File: src/sld_pkg.sv
// Shared types, character codes and command literals of the serial line command decoder.
package sld_pkg;

    // Reply codes
    localparam logic [2:0] CODE_LED_ON    = 3'd0;
    localparam logic [2:0] CODE_LED_OFF   = 3'd1;
    localparam logic [2:0] CODE_LED_USAGE = 3'd2;
    localparam logic [2:0] CODE_ADC_READ  = 3'd3;
    localparam logic [2:0] CODE_ADC_RANGE = 3'd4;
    localparam logic [2:0] CODE_HELP      = 3'd5;
    localparam logic [2:0] CODE_VERSION   = 3'd6;
    localparam logic [2:0] CODE_UNKNOWN   = 3'd7;

    // Character codes
    localparam logic [7:0] CH_NUL   = 8'h00;
    localparam logic [7:0] CH_TAB   = 8'h09;
    localparam logic [7:0] CH_LF    = 8'h0A;
    localparam logic [7:0] CH_CR    = 8'h0D;
    localparam logic [7:0] CH_SPACE = 8'h20;
    localparam logic [7:0] CH_PLUS  = 8'h2B;
    localparam logic [7:0] CH_MINUS = 8'h2D;
    localparam logic [7:0] CH_ZERO  = 8'h30;
    localparam logic [7:0] CH_NINE  = 8'h39;

    // Command and argument literals, right aligned, first character highest
    localparam logic [31:0] LIT_LED  = {8'h00, "LED"};
    localparam logic [31:0] LIT_ADC  = {8'h00, "ADC"};
    localparam logic [31:0] LIT_HELP = "HELP";
    localparam logic [31:0] LIT_VER  = {8'h00, "VER"};
    localparam logic [31:0] LIT_ON   = {16'h0000, "ON"};
    localparam logic [31:0] LIT_OFF  = {8'h00, "OFF"};
    localparam logic [2:0]  LEN_LED  = 3'd3;
    localparam logic [2:0]  LEN_ADC  = 3'd3;
    localparam logic [2:0]  LEN_HELP = 3'd4;
    localparam logic [2:0]  LEN_VER  = 3'd3;
    localparam logic [2:0]  LEN_ON   = 3'd2;
    localparam logic [2:0]  LEN_OFF  = 3'd3;
    localparam logic [2:0]  POS_MAX  = 3'd7;

    // Controller states
    typedef enum logic {
        ST_COLLECT,
        ST_HOLD
    } t_ctl_state;

    // Number scanner phases
    typedef enum logic [1:0] {
        NP_BLANK,
        NP_DIGITS,
        NP_DONE
    } t_num_phase;

    // Controller to datapath
    typedef struct packed {
        logic take_byte;
        logic finish;
    } t_dp_cmd;

    // Datapath to controller
    typedef struct packed {
        logic line_nonempty;
    } t_dp_status;

    function automatic logic is_line_end(logic [7:0] ch);
        return (ch == CH_CR) || (ch == CH_LF);
    endfunction

    function automatic logic is_blank(logic [7:0] ch);
        return (ch == CH_SPACE) || ((ch >= CH_TAB) && (ch <= CH_CR));
    endfunction

    function automatic logic is_digit(logic [7:0] ch);
        return (ch >= CH_ZERO) && (ch <= CH_NINE);
    endfunction

    // True when ch equals character pos of a literal of length lit_len
    function automatic logic lit_char_ok(logic [31:0] lit, logic [2:0] lit_len,
                                         logic [2:0] pos, logic [7:0] ch);
        logic [1:0] k;
        logic [7:0] want;
        k = 2'(lit_len - pos - 3'd1);
        unique case (k)
            2'd0: want = lit[7:0];
            2'd1: want = lit[15:8];
            2'd2: want = lit[23:16];
            2'd3: want = lit[31:24];
        endcase
        return (pos < lit_len) && (ch == want);
    endfunction

endpackage

File: src/serial_line_command_decoder_core.sv
// Top level of the serial line command decoder.
// Takes one received byte per request and scans it into the current line as it arrives; a
// CR or LF that ends a non-empty line puts the reply (code, ADC channel, LED level) in the
// output register at that same edge, and it is offered from the next cycle on. Bytes that
// extend a line are taken while a reply waits; a CR or LF is stalled until the previous
// reply has been taken. Up to LINE_CAPACITY bytes count toward a line, later ones are
// dropped, and the text stops at a zero byte.
module serial_line_command_decoder_core import sld_pkg::*; #(
    parameter int LINE_CAPACITY = 63
) (
    input  logic       i_clk,
    input  logic       i_rst_n,
    input  logic       i_rx_valid,
    output logic       o_rx_stall,
    input  logic [7:0] i_rx_byte,
    output logic       o_reply_valid,
    input  logic       i_reply_stall,
    output logic [2:0] o_reply_code,
    output logic [2:0] o_adc_channel,
    output logic       o_led_level
);

    t_dp_cmd    dp_cmd;
    t_dp_status dp_status;

    sld_ctrl u_ctrl (
        .i_clk         (i_clk),
        .i_rst_n       (i_rst_n),
        .i_rx_valid    (i_rx_valid),
        .i_rx_byte     (i_rx_byte),
        .o_rx_stall    (o_rx_stall),
        .o_reply_valid (o_reply_valid),
        .i_reply_stall (i_reply_stall),
        .i_status      (dp_status),
        .o_cmd         (dp_cmd)
    );

    sld_datapath #(
        .LINE_CAPACITY (LINE_CAPACITY)
    ) u_datapath (
        .i_clk         (i_clk),
        .i_rst_n       (i_rst_n),
        .i_rx_byte     (i_rx_byte),
        .i_cmd         (dp_cmd),
        .o_status      (dp_status),
        .o_reply_code  (o_reply_code),
        .o_adc_channel (o_adc_channel),
        .o_led_level   (o_led_level)
    );

endmodule

File: src/sld_datapath.sv
// Line scanner, command decode and reply register of the serial line command decoder.
module sld_datapath import sld_pkg::*; #(
    parameter int LINE_CAPACITY = 63
) (
    input  logic       i_clk,
    input  logic       i_rst_n,
    input  logic [7:0] i_rx_byte,
    input  t_dp_cmd    i_cmd,
    output t_dp_status o_status,
    output logic [2:0] o_reply_code,
    output logic [2:0] o_adc_channel,
    output logic       o_led_level
);

    localparam int LEN_W = $clog2(LINE_CAPACITY + 1);
    localparam logic [LEN_W-1:0] CAP = LEN_W'(LINE_CAPACITY);

    // Scanner state
    logic [LEN_W-1:0] r_len, n_len;
    logic             r_ended, n_ended;
    logic             r_in_args, n_in_args;
    logic [2:0]       r_wpos, n_wpos;
    logic             r_m_led, n_m_led;
    logic             r_m_adc, n_m_adc;
    logic             r_m_help, n_m_help;
    logic             r_m_ver, n_m_ver;
    logic [2:0]       r_apos, n_apos;
    logic             r_m_on, n_m_on;
    logic             r_m_off, n_m_off;
    t_num_phase       r_phase, n_phase;
    logic             r_neg, n_neg;
    logic [7:0]       r_acc, n_acc;
    logic             r_led, n_led;

    // Reply payload
    logic [2:0] r_code, n_code;
    logic [2:0] r_chan, n_chan;

    logic [7:0] digit_val;
    logic [7:0] adc_value;

    assign digit_val = i_rx_byte - CH_ZERO;

    // Advance the scanner by one byte, or clear it at line end
    always_comb begin
        n_len     = r_len;
        n_ended   = r_ended;
        n_in_args = r_in_args;
        n_wpos    = r_wpos;
        n_m_led   = r_m_led;
        n_m_adc   = r_m_adc;
        n_m_help  = r_m_help;
        n_m_ver   = r_m_ver;
        n_apos    = r_apos;
        n_m_on    = r_m_on;
        n_m_off   = r_m_off;
        n_phase   = r_phase;
        n_neg     = r_neg;
        n_acc     = r_acc;
        if (i_cmd.finish) begin
            n_len     = '0;
            n_ended   = 1'b0;
            n_in_args = 1'b0;
            n_wpos    = 3'd0;
            n_m_led   = 1'b1;
            n_m_adc   = 1'b1;
            n_m_help  = 1'b1;
            n_m_ver   = 1'b1;
            n_apos    = 3'd0;
            n_m_on    = 1'b1;
            n_m_off   = 1'b1;
            n_phase   = NP_BLANK;
            n_neg     = 1'b0;
            n_acc     = 8'd0;
        end else if (i_cmd.take_byte && (r_len < CAP)) begin
            n_len = r_len + 1'b1;
            if (!r_ended) begin
                if (i_rx_byte == CH_NUL) begin
                    // a zero byte ends the line text
                    n_ended = 1'b1;
                end else if (!r_in_args) begin
                    if (i_rx_byte == CH_SPACE) begin
                        n_in_args = 1'b1;
                    end else begin
                        n_m_led  = r_m_led  && lit_char_ok(LIT_LED,  LEN_LED,  r_wpos, i_rx_byte);
                        n_m_adc  = r_m_adc  && lit_char_ok(LIT_ADC,  LEN_ADC,  r_wpos, i_rx_byte);
                        n_m_help = r_m_help && lit_char_ok(LIT_HELP, LEN_HELP, r_wpos, i_rx_byte);
                        n_m_ver  = r_m_ver  && lit_char_ok(LIT_VER,  LEN_VER,  r_wpos, i_rx_byte);
                        n_wpos   = (r_wpos == POS_MAX) ? POS_MAX : r_wpos + 3'd1;
                    end
                end else begin
                    n_m_on  = r_m_on  && lit_char_ok(LIT_ON,  LEN_ON,  r_apos, i_rx_byte);
                    n_m_off = r_m_off && lit_char_ok(LIT_OFF, LEN_OFF, r_apos, i_rx_byte);
                    n_apos  = (r_apos == POS_MAX) ? POS_MAX : r_apos + 3'd1;
                    unique case (r_phase)
                        NP_BLANK: begin
                            if (is_blank(i_rx_byte)) begin
                                n_phase = NP_BLANK;
                            end else if (i_rx_byte == CH_PLUS || i_rx_byte == CH_MINUS) begin
                                n_neg   = (i_rx_byte == CH_MINUS);
                                n_phase = NP_DIGITS;
                            end else if (is_digit(i_rx_byte)) begin
                                n_acc   = digit_val;
                                n_phase = NP_DIGITS;
                            end else begin
                                n_phase = NP_DONE;
                            end
                        end
                        NP_DIGITS: begin
                            if (is_digit(i_rx_byte)) begin
                                n_acc = 8'(r_acc * 8'd10) + digit_val;
                            end else begin
                                n_phase = NP_DONE;
                            end
                        end
                        NP_DONE: begin
                            n_phase = NP_DONE;
                        end
                        default: begin
                            n_phase = NP_DONE;
                        end
                    endcase
                end
            end
        end
    end

    assign adc_value = r_neg ? (8'd0 - r_acc) : r_acc;

    // Decode the finished line
    always_comb begin
        n_led  = r_led;
        n_code = CODE_UNKNOWN;
        n_chan = 3'd0;
        priority if (r_m_led && r_wpos == LEN_LED) begin
            priority if (r_m_on && r_apos == LEN_ON) begin
                n_led  = 1'b1;
                n_code = CODE_LED_ON;
            end else if (r_m_off && r_apos == LEN_OFF) begin
                n_led  = 1'b0;
                n_code = CODE_LED_OFF;
            end else begin
                n_code = CODE_LED_USAGE;
            end
        end else if (r_m_adc && r_wpos == LEN_ADC) begin
            if (adc_value > 8'd7) begin
                n_code = CODE_ADC_RANGE;
            end else begin
                n_code = CODE_ADC_READ;
                n_chan = adc_value[2:0];
            end
        end else if (r_m_help && r_wpos == LEN_HELP) begin
            n_code = CODE_HELP;
        end else if (r_m_ver && r_wpos == LEN_VER) begin
            n_code = CODE_VERSION;
        end else begin
            n_code = CODE_UNKNOWN;
        end
    end

    // Hold scanner and LED state
    always_ff @(posedge i_clk) begin
        if (!i_rst_n) begin
            r_len     <= '0;
            r_ended   <= 1'b0;
            r_in_args <= 1'b0;
            r_wpos    <= 3'd0;
            r_m_led   <= 1'b1;
            r_m_adc   <= 1'b1;
            r_m_help  <= 1'b1;
            r_m_ver   <= 1'b1;
            r_apos    <= 3'd0;
            r_m_on    <= 1'b1;
            r_m_off   <= 1'b1;
            r_phase   <= NP_BLANK;
            r_neg     <= 1'b0;
            r_acc     <= 8'd0;
            r_led     <= 1'b0;
        end else begin
            r_len     <= n_len;
            r_ended   <= n_ended;
            r_in_args <= n_in_args;
            r_wpos    <= n_wpos;
            r_m_led   <= n_m_led;
            r_m_adc   <= n_m_adc;
            r_m_help  <= n_m_help;
            r_m_ver   <= n_m_ver;
            r_apos    <= n_apos;
            r_m_on    <= n_m_on;
            r_m_off   <= n_m_off;
            r_phase   <= n_phase;
            r_neg     <= n_neg;
            r_acc     <= n_acc;
            if (i_cmd.finish) begin
                r_led <= n_led;
            end
        end
    end

    // Capture the reply payload at line end
    always_ff @(posedge i_clk) begin
        if (i_cmd.finish) begin
            r_code <= n_code;
            r_chan <= n_chan;
        end
    end

    assign o_status.line_nonempty = (r_len != '0);
    assign o_reply_code  = r_code;
    assign o_adc_channel = r_chan;
    assign o_led_level   = r_led;

endmodule

File: src/sld_ctrl.sv
// Handshake controller of the serial line command decoder.
module sld_ctrl import sld_pkg::*; (
    input  logic       i_clk,
    input  logic       i_rst_n,
    input  logic       i_rx_valid,
    input  logic [7:0] i_rx_byte,
    output logic       o_rx_stall,
    output logic       o_reply_valid,
    input  logic       i_reply_stall,
    input  t_dp_status i_status,
    output t_dp_cmd    o_cmd
);

    t_ctl_state r_state, n_state;
    logic       line_end;
    logic       in_fire;

    assign line_end = is_line_end(i_rx_byte);

    // Hold the state
    always_ff @(posedge i_clk) begin
        if (!i_rst_n) begin
            r_state <= ST_COLLECT;
        end else begin
            r_state <= n_state;
        end
    end

    // Next state and commands
    always_comb begin
        n_state         = r_state;
        o_rx_stall      = 1'b0;
        o_reply_valid   = 1'b0;
        o_cmd.take_byte = 1'b0;
        o_cmd.finish    = 1'b0;
        in_fire         = 1'b0;
        unique case (r_state)
            ST_COLLECT: begin
                in_fire         = i_rx_valid;
                o_cmd.take_byte = in_fire && !line_end;
                o_cmd.finish    = in_fire && line_end && i_status.line_nonempty;
                if (o_cmd.finish) begin
                    n_state = ST_HOLD;
                end
            end
            ST_HOLD: begin
                // keep taking line bytes; stall a line end until the reply drains
                o_reply_valid   = 1'b1;
                o_rx_stall      = line_end;
                in_fire         = i_rx_valid && !line_end;
                o_cmd.take_byte = in_fire;
                if (!i_reply_stall) begin
                    n_state = ST_COLLECT;
                end
            end
            default: begin
                n_state = ST_COLLECT;
            end
        endcase
    end

endmodule

File: config.mk
export PLATFORM = sky130hd
export DESIGN_NAME = serial_line_command_decoder_core
export DESIGN_NICKNAME = d
export VERILOG_FILES = /design/src/sld_pkg.sv /design/src/serial_line_command_decoder_core.sv /design/src/sld_datapath.sv /design/src/sld_ctrl.sv
export SDC_FILE = /design/constraint.sdc
export NUM_CORES = 1
export LEC_CHECK = 0
export BUFFER_PORTS_ARGS = -buffer_cell sky130_fd_sc_hd__clkbuf_2
export CORE_MARGIN = 8
export CORE_UTILIZATION = 60
export DETAILED_ROUTE_END_ITERATION = 6
export HOLD_SLACK_MARGIN = 0.05
export PLACE_DENSITY = 0.9
export SYNTH_ARGS = -nofsm -noshare
export SYNTH_HDL_FRONTEND = slang
export SYNTH_SLANG_ARGS = --single-unit
File: constraint.sdc
create_clock -name i_clk -period 3.38 [get_ports i_clk]
set_input_delay 0.338 -clock i_clk [delete_from_list [all_inputs] [get_ports i_clk]]
set_output_delay 0.338 -clock i_clk [all_outputs]
set_load 0.1 [all_outputs]
[Yosys cells after proc, flatten, opt, wreduce, memory -nomap -nowiden]
Cells that the tools add are included.
W data, S select, Z words.
Word-level totals
  input bits: 12
  word-level logic and storage cells: 206
  output and inout port bits: 9
  register bits after elaboration: 39
Operators by class
  add/sub/neg operators: 14
  equal/unequal tests: 35
  reductions and logical operators: 48
  bitwise logic cells: 8
  magnitude comparators: 10
  muxes and demuxes: 72
  multipliers: 1
Operators with widths (count)
  $mux W8: 39
  $pmux W8 S4: 4
  $eq A8 B8 Y1: 6
  $pmux W8 S3: 2
  $eq A8 B6 Y1 const B: 3
  $logic_and A1 B1 Y1: 24
  $mux W3: 7
  $eq A2 B2 Y1 const B: 8
  $eq A8 B4 Y1 const B: 2
  $pmux W8 S2: 1
  $mux W1: 12
  $eq A2 B1 Y1 const B: 5
  $logic_not A2 Y1: 5
  $mux W2: 5
  $reduce_and A5 Y1: 2
  $eq A3 B2 Y1 const B: 3
  $eq A3 B3 Y1 const B: 3
  $lt A3 B2 Y1 const B: 3
  $reduce_and A9 Y1: 1
  $add A8 B8 Y8: 1
  $ge A8 B4 Y1 const B: 1
  $ge A8 B6 Y1 const B: 1
  $gt A8 B3 Y1 const B: 1
  $le A8 B4 Y1 const B: 1
  other kinds (26): 48

[Logic depth before layout (Yosys ltp)]
  depth in word-level cells: 13
  mapped depth: 11
  gate-level depth less buffers: 10

[Hierarchy]
A second synthesis with hierarchy kept.
Unflattened totals
  cells, all modules: 332
  area, all modules: 2807.7 um^2
By module, submodules not included
  sld_datapath: area an instance 2715.1 um^2, sequential area each 820.8 um^2, times used 1, cells an instance 321
  sld_ctrl: area an instance 92.6 um^2, sequential area each 20.0 um^2, times used 1, cells an instance 11

[Least setup slack after synthesis]
No wires, ideal clock.
  path kind: input to output
  start: input port i_rx_byte[4]
  end: output port o_rx_stall
  data required time: 3042 ps
  setup slack: 329 ps
  stages: 6
  data arrival time: 2713 ps
  buffers on the path: 1
  cell sequence: clkbuf_1 inv_1 ha_1 nor3b_1 o21ai_1 nor2_1
On the way
  longest elaborated chain between the ends: 3
  elaborated cells between the ends (all ways): 4
  those cells by class: eq/ne (2); mux (1); reduce/logical (1)
Ends and longest elaborated chain
  start: declaration: line serial_line_command_decoder_core.sv:15  | input logic [7:0] i_rx_byte,
  $eq A8 B4 Y1: line sld_pkg.sv:65  | return (ch == CH_CR) || (ch == CH_LF);
  $logic_or A1 B1 Y1 (*): line sld_pkg.sv:65
  $mux W1 (*): line sld_ctrl.sv:37  | unique case (r_state)
  end: declaration: line serial_line_command_decoder_core.sv:14  | output logic o_rx_stall,
Mark *: on every way between the ends. The rest lies on a longest branch, timed or not.

[Worst setup path after layout]
  start: register u_datapath.r_acc[1]
  end: register u_datapath.r_acc[7]
On the way
  longest elaborated chain between the ends: 4
Ends and longest elaborated chain
  start: declaration: line sld_datapath.sv:32  | logic [7:0] r_acc, n_acc;
  start signal: assignment: line sld_datapath.sv:193  | r_acc <= n_acc;
  $mul A8 B3 Y7: line sld_datapath.sv:111  | n_acc = 8'(r_acc * 8'd10) + digit_val;
  $add A8 B8 Y8: line sld_datapath.sv:111
  $mux W8: line sld_datapath.sv:110  | if (is_digit(i_rx_byte)) begin
  $pmux W8 S2: line sld_datapath.sv:95  | unique case (r_phase)
No other way between the ends. The select of a mux whose other input is x is not followed.
A chain may end at the register's enable or synchronous reset.

==> results.md <==
- Inserted Diodes: 0
- Reg power frac: 51.7%
- Clock Root Buffer: clkbuf_8
- Largest net degree at the start of global routing: 18
- Die span in x: 84.6 um
- First-pass GRT wire length: 10900 um
- Clock buffer count from CTS: 5
- WL per Instance: between 15 and 20 um
- Slew HR: 37.5%
- I/O pin count: 21
- Critical Path Start: u_datapath.r_acc[1]
- Clk slew on worst S/H paths: ~80 ps
- Number of distinct library cells after synthesis: 53
- IO Port Bufs: 20
- Critical path class: register to register
- Layout Cells excl Fill: about 410
- Power share of the combinational group: between 10 and 15%
- Clock Path Buffers: 2
- Die Y: 84.6 um
- Worst setup path end: u_datapath.r_acc[7]
- Int Pwr: approximately 0.68 mW
- Area leader, netlist: dfxtp_1
- Number of synthesized flops with an enable pin: 6
- Antenna violations before repair: 0
- RD Place Congestion: 0.909
- Gr usage total: 18.2%
- Fin crit period: approximately 2800 ps
- Reg2reg setup slack: a little over 600 ps
- Hold-fix buffers, CTS: 0
- Warnings, synthesis: 0
- Clock skew: 5.76 ps
- Worst setup SP type: register
- R2R depth: 10
- Psw: 0.271 mW
- Top cells by count, synth: nor2_1 (45), dfxtp_1 (33), ha_1 (29)
- Starting Density: between 60 and 70%
- Syn_area_per_cell: 8.41 sq um
- Multi-input gate area: 1850 sq um
- Crit path arrival time: 2900 ps
- Total Wirelength: 6490 um
- Worst min path class: primary input to register
- Lkg Pwr: 1.20 nW
- Syn nets: between 300 and 400
- H-Tree Depth: 2
- Worst-margin pin slew: roughly 940 ps
- Final ANT Viol Nets: 0
- DRC viols: 0
- Hold Slack: 301 ps
- Clk pwr share: 33.7%
- Worst reg2reg startpoint: u_datapath.r_acc[1]
- Nets: between 300 and 400
- Placed cell count: 400
- Worst path required time: between 3000 and 4000 ps
- Max Clk Rate: 0.362 GHz
- Vias per cell: between 6 and 7
- Unrepaired setup endpoints after global routing: false
- Pre-antenna DRT Iters: 4
- Post-CTS Resized: 0
- Fraction of layout instances using a drive strength above 1: 11.0%
- Yosys reg bits: 39
- Core area: 4630 sq um
- Fin crit share: 81.7%
- Initial drt markers: 175
- Synthesized area: 2830 sq um
- Critical path endpoint category: register
- Post-Synthesis Cells: 336
- Count leader, synth: nor2_1
- Sequential area share after synthesis: 29.8%
- Async SR Flop Fraction: 0%
- Final worst slack: just over 600 ps
- Pwr/cell area: 312 nW/um^2
- Slew Viols, Final: 0
- Vias: ~2500
- Worst-path fanout max: 7
- Area growth from synthesis to layout: 7.53%
- Fin Setup TNS: 0 ps
- Die ar.: 7160 sq um
- Vias in the first global route: 2440
- Status: finished, final reports clean
- Max-cap violations: 0
- Final hold viol count: 0
- Top post-synthesis cells by area: dfxtp_1 (23%), ha_1 (13%), edfxtp_1 (6.4%)
- # clock sinks: 39
- # Post-CTS Setup Buffers: 0
- Area share of the largest cell type after synthesis: around a quarter
- Count of final setup violators: 0
- GR Overflow Total: 0
- Register area: ~840 sq um
- Pre-CTS setup slack: between 500 and 600 ps
- Dpl hpwl: 4850 um
- Top_reg_cell synth: dfxtp_1
- Sw Ratio: 28.6%
- Maximum VDD drop: about 260 uV
- CTS tree: built
- Fill count: 376
- R2R Path End: u_datapath.r_acc[7]
- Rows: 25
- Skew-Pair Late Insertion Delay: approximately 300 ps
-- per-layer routing --
layer  up-vias  part of all wire (%)  GRT usage, %
li1       1236                     -             -
met1      1190                    43          21.3
met2        77                    49          31.6
met3         8                   6.8          4.59
met4         0                   1.1          5.18
met5         -                     0             0
-- stage by stage --
stage	area [sq um]	utilization, %	total power, mW
floorplan	2830	-	0.600
global placement	2950	63.8	0.630
detailed placement	2950	63.8	0.637
CTS	3040	65.6	0.945
global route	3040	65.6	0.980
finish	3040	65.6	0.948
-- kinds of logic after synthesis --
logic type	after synthesis	synth area share [%]
and+or+nand+nor	130	23.2
AOI/OAI and AO/OA	78	19.1
DFF	39	29.8
adders and majority gates	31	14.3
buffers and inverters	30	4.74
xor gates and xnor gates	23	7.13
muxes	5	1.77
-- power by group through the flow --
stage	Sequential, mW	Clock (mW)	Combinational (mW)
detailed placement	0.500	0	0.136
finish	0.490	0.320	0.139
global placement	0.500	0	0.130
floorplan	0.498	0	0.102
CTS	0.490	0.318	0.137
global route	0.491	0.334	0.155
-- how the worst min path moves through the flow --
stage | startpoint | end | depth (start not counted)
floorplan | u_datapath.r_m_help | u_datapath.r_m_help | 1
detailed placement | u_datapath.r_m_help | u_datapath.r_m_help | 1
global route | i_rst_n | u_datapath.o_led_level | 2
CTS | i_reply_stall | u_ctrl.r_state | 3
global placement | u_datapath.r_m_help | u_datapath.r_m_help | 1
finish | i_reply_stall | u_ctrl.r_state | 3
-- registers in the layout (all words and copies together), names as in the netlist --
| register | flops |
|---|---|
| u_datapath.r_len | 6 |
| u_datapath.r_acc | 8 |
| u_datapath.o_led_level | 1 |
| u_datapath.r_m_help | 1 |
| u_ctrl.r_state | 1 |
| u_datapath.o_reply_code | 3 |
| u_datapath.r_m_ver | 1 |
| u_datapath.r_wpos | 3 |
| u_datapath.r_m_adc | 1 |
| u_datapath.r_apos | 3 |
| u_datapath.r_in_args | 1 |
| u_datapath.o_adc_channel | 3 |
| u_datapath.r_phase | 2 |
| u_datapath.r_m_on | 1 |
| u_datapath.r_ended | 1 |
| u_datapath.r_neg | 1 |
| u_datapath.r_m_led | 1 |
| u_datapath.r_m_off | 1 |
-- cell type report --
| cell class | instances | share of cell area [%] |
|---|---|---|
| Sequential cell | 39 | 27.7 |
| Clock inverter | 2 | 0.412 |
| Tap cell | 54 | 2.22 |
| Multi-Input combinational cell | 267 | 61.0 |
| Inverter | 16 | 1.98 |
| Timing Repair Buffer | 24 | 4.28 |
| Clock buffer | 6 | 2.39 |
-- cells in the final DEF, fill, tap and decap left out, types with 2 or more instances in the layout --
master | Yosys | final
a311oi_1 | 2 | 2
inv_1 | 16 | 16
ha_1 | 29 | 29
nor2_1 | 45 | 45
nand3_1 | 10 | 10
nor3_1 | 7 | 7
o31ai_1 | 3 | 3
mux2i_1 | 5 | 5
a31oi_1 | 3 | 3
buf_4 | 0 | 4
a211oi_1 | 4 | 4
nand2b_1 | 4 | 4
clkbuf_2 | 0 | 20
nor3b_1 | 3 | 3
a21oi_1 | 18 | 18
nor2b_1 | 9 | 9
or4_1 | 3 | 3
clkbuf_8 | 0 | 5
dfxtp_1 | 33 | 33
xor2_1 | 12 | 12
o21ai_0 | 15 | 15
nand4_1 | 6 | 6
o211ai_1 | 7 | 7
nand2_1 | 25 | 25
edfxtp_1 | 6 | 6
a21o_1 | 6 | 6
o21a_1 | 4 | 4
a22oi_1 | 2 | 2
fa_1 | 2 | 2
nor4_1 | 5 | 5
o2111ai_1 | 2 | 2
and3_1 | 5 | 5
xnor2_1 | 11 | 11
-- worst max-delay path, stage by stage (launching register included) --
cell	delay, ps
dfxtp_1	450
ha_1	280
ha_1	230
fa_1	470
ha_1	350
o21a_1	120
o31ai_1	80
a21oi_1	130
xnor2_1	160
o2111ai_1	200
o211ai_1	130
Power figures use the tool's default switching activity.
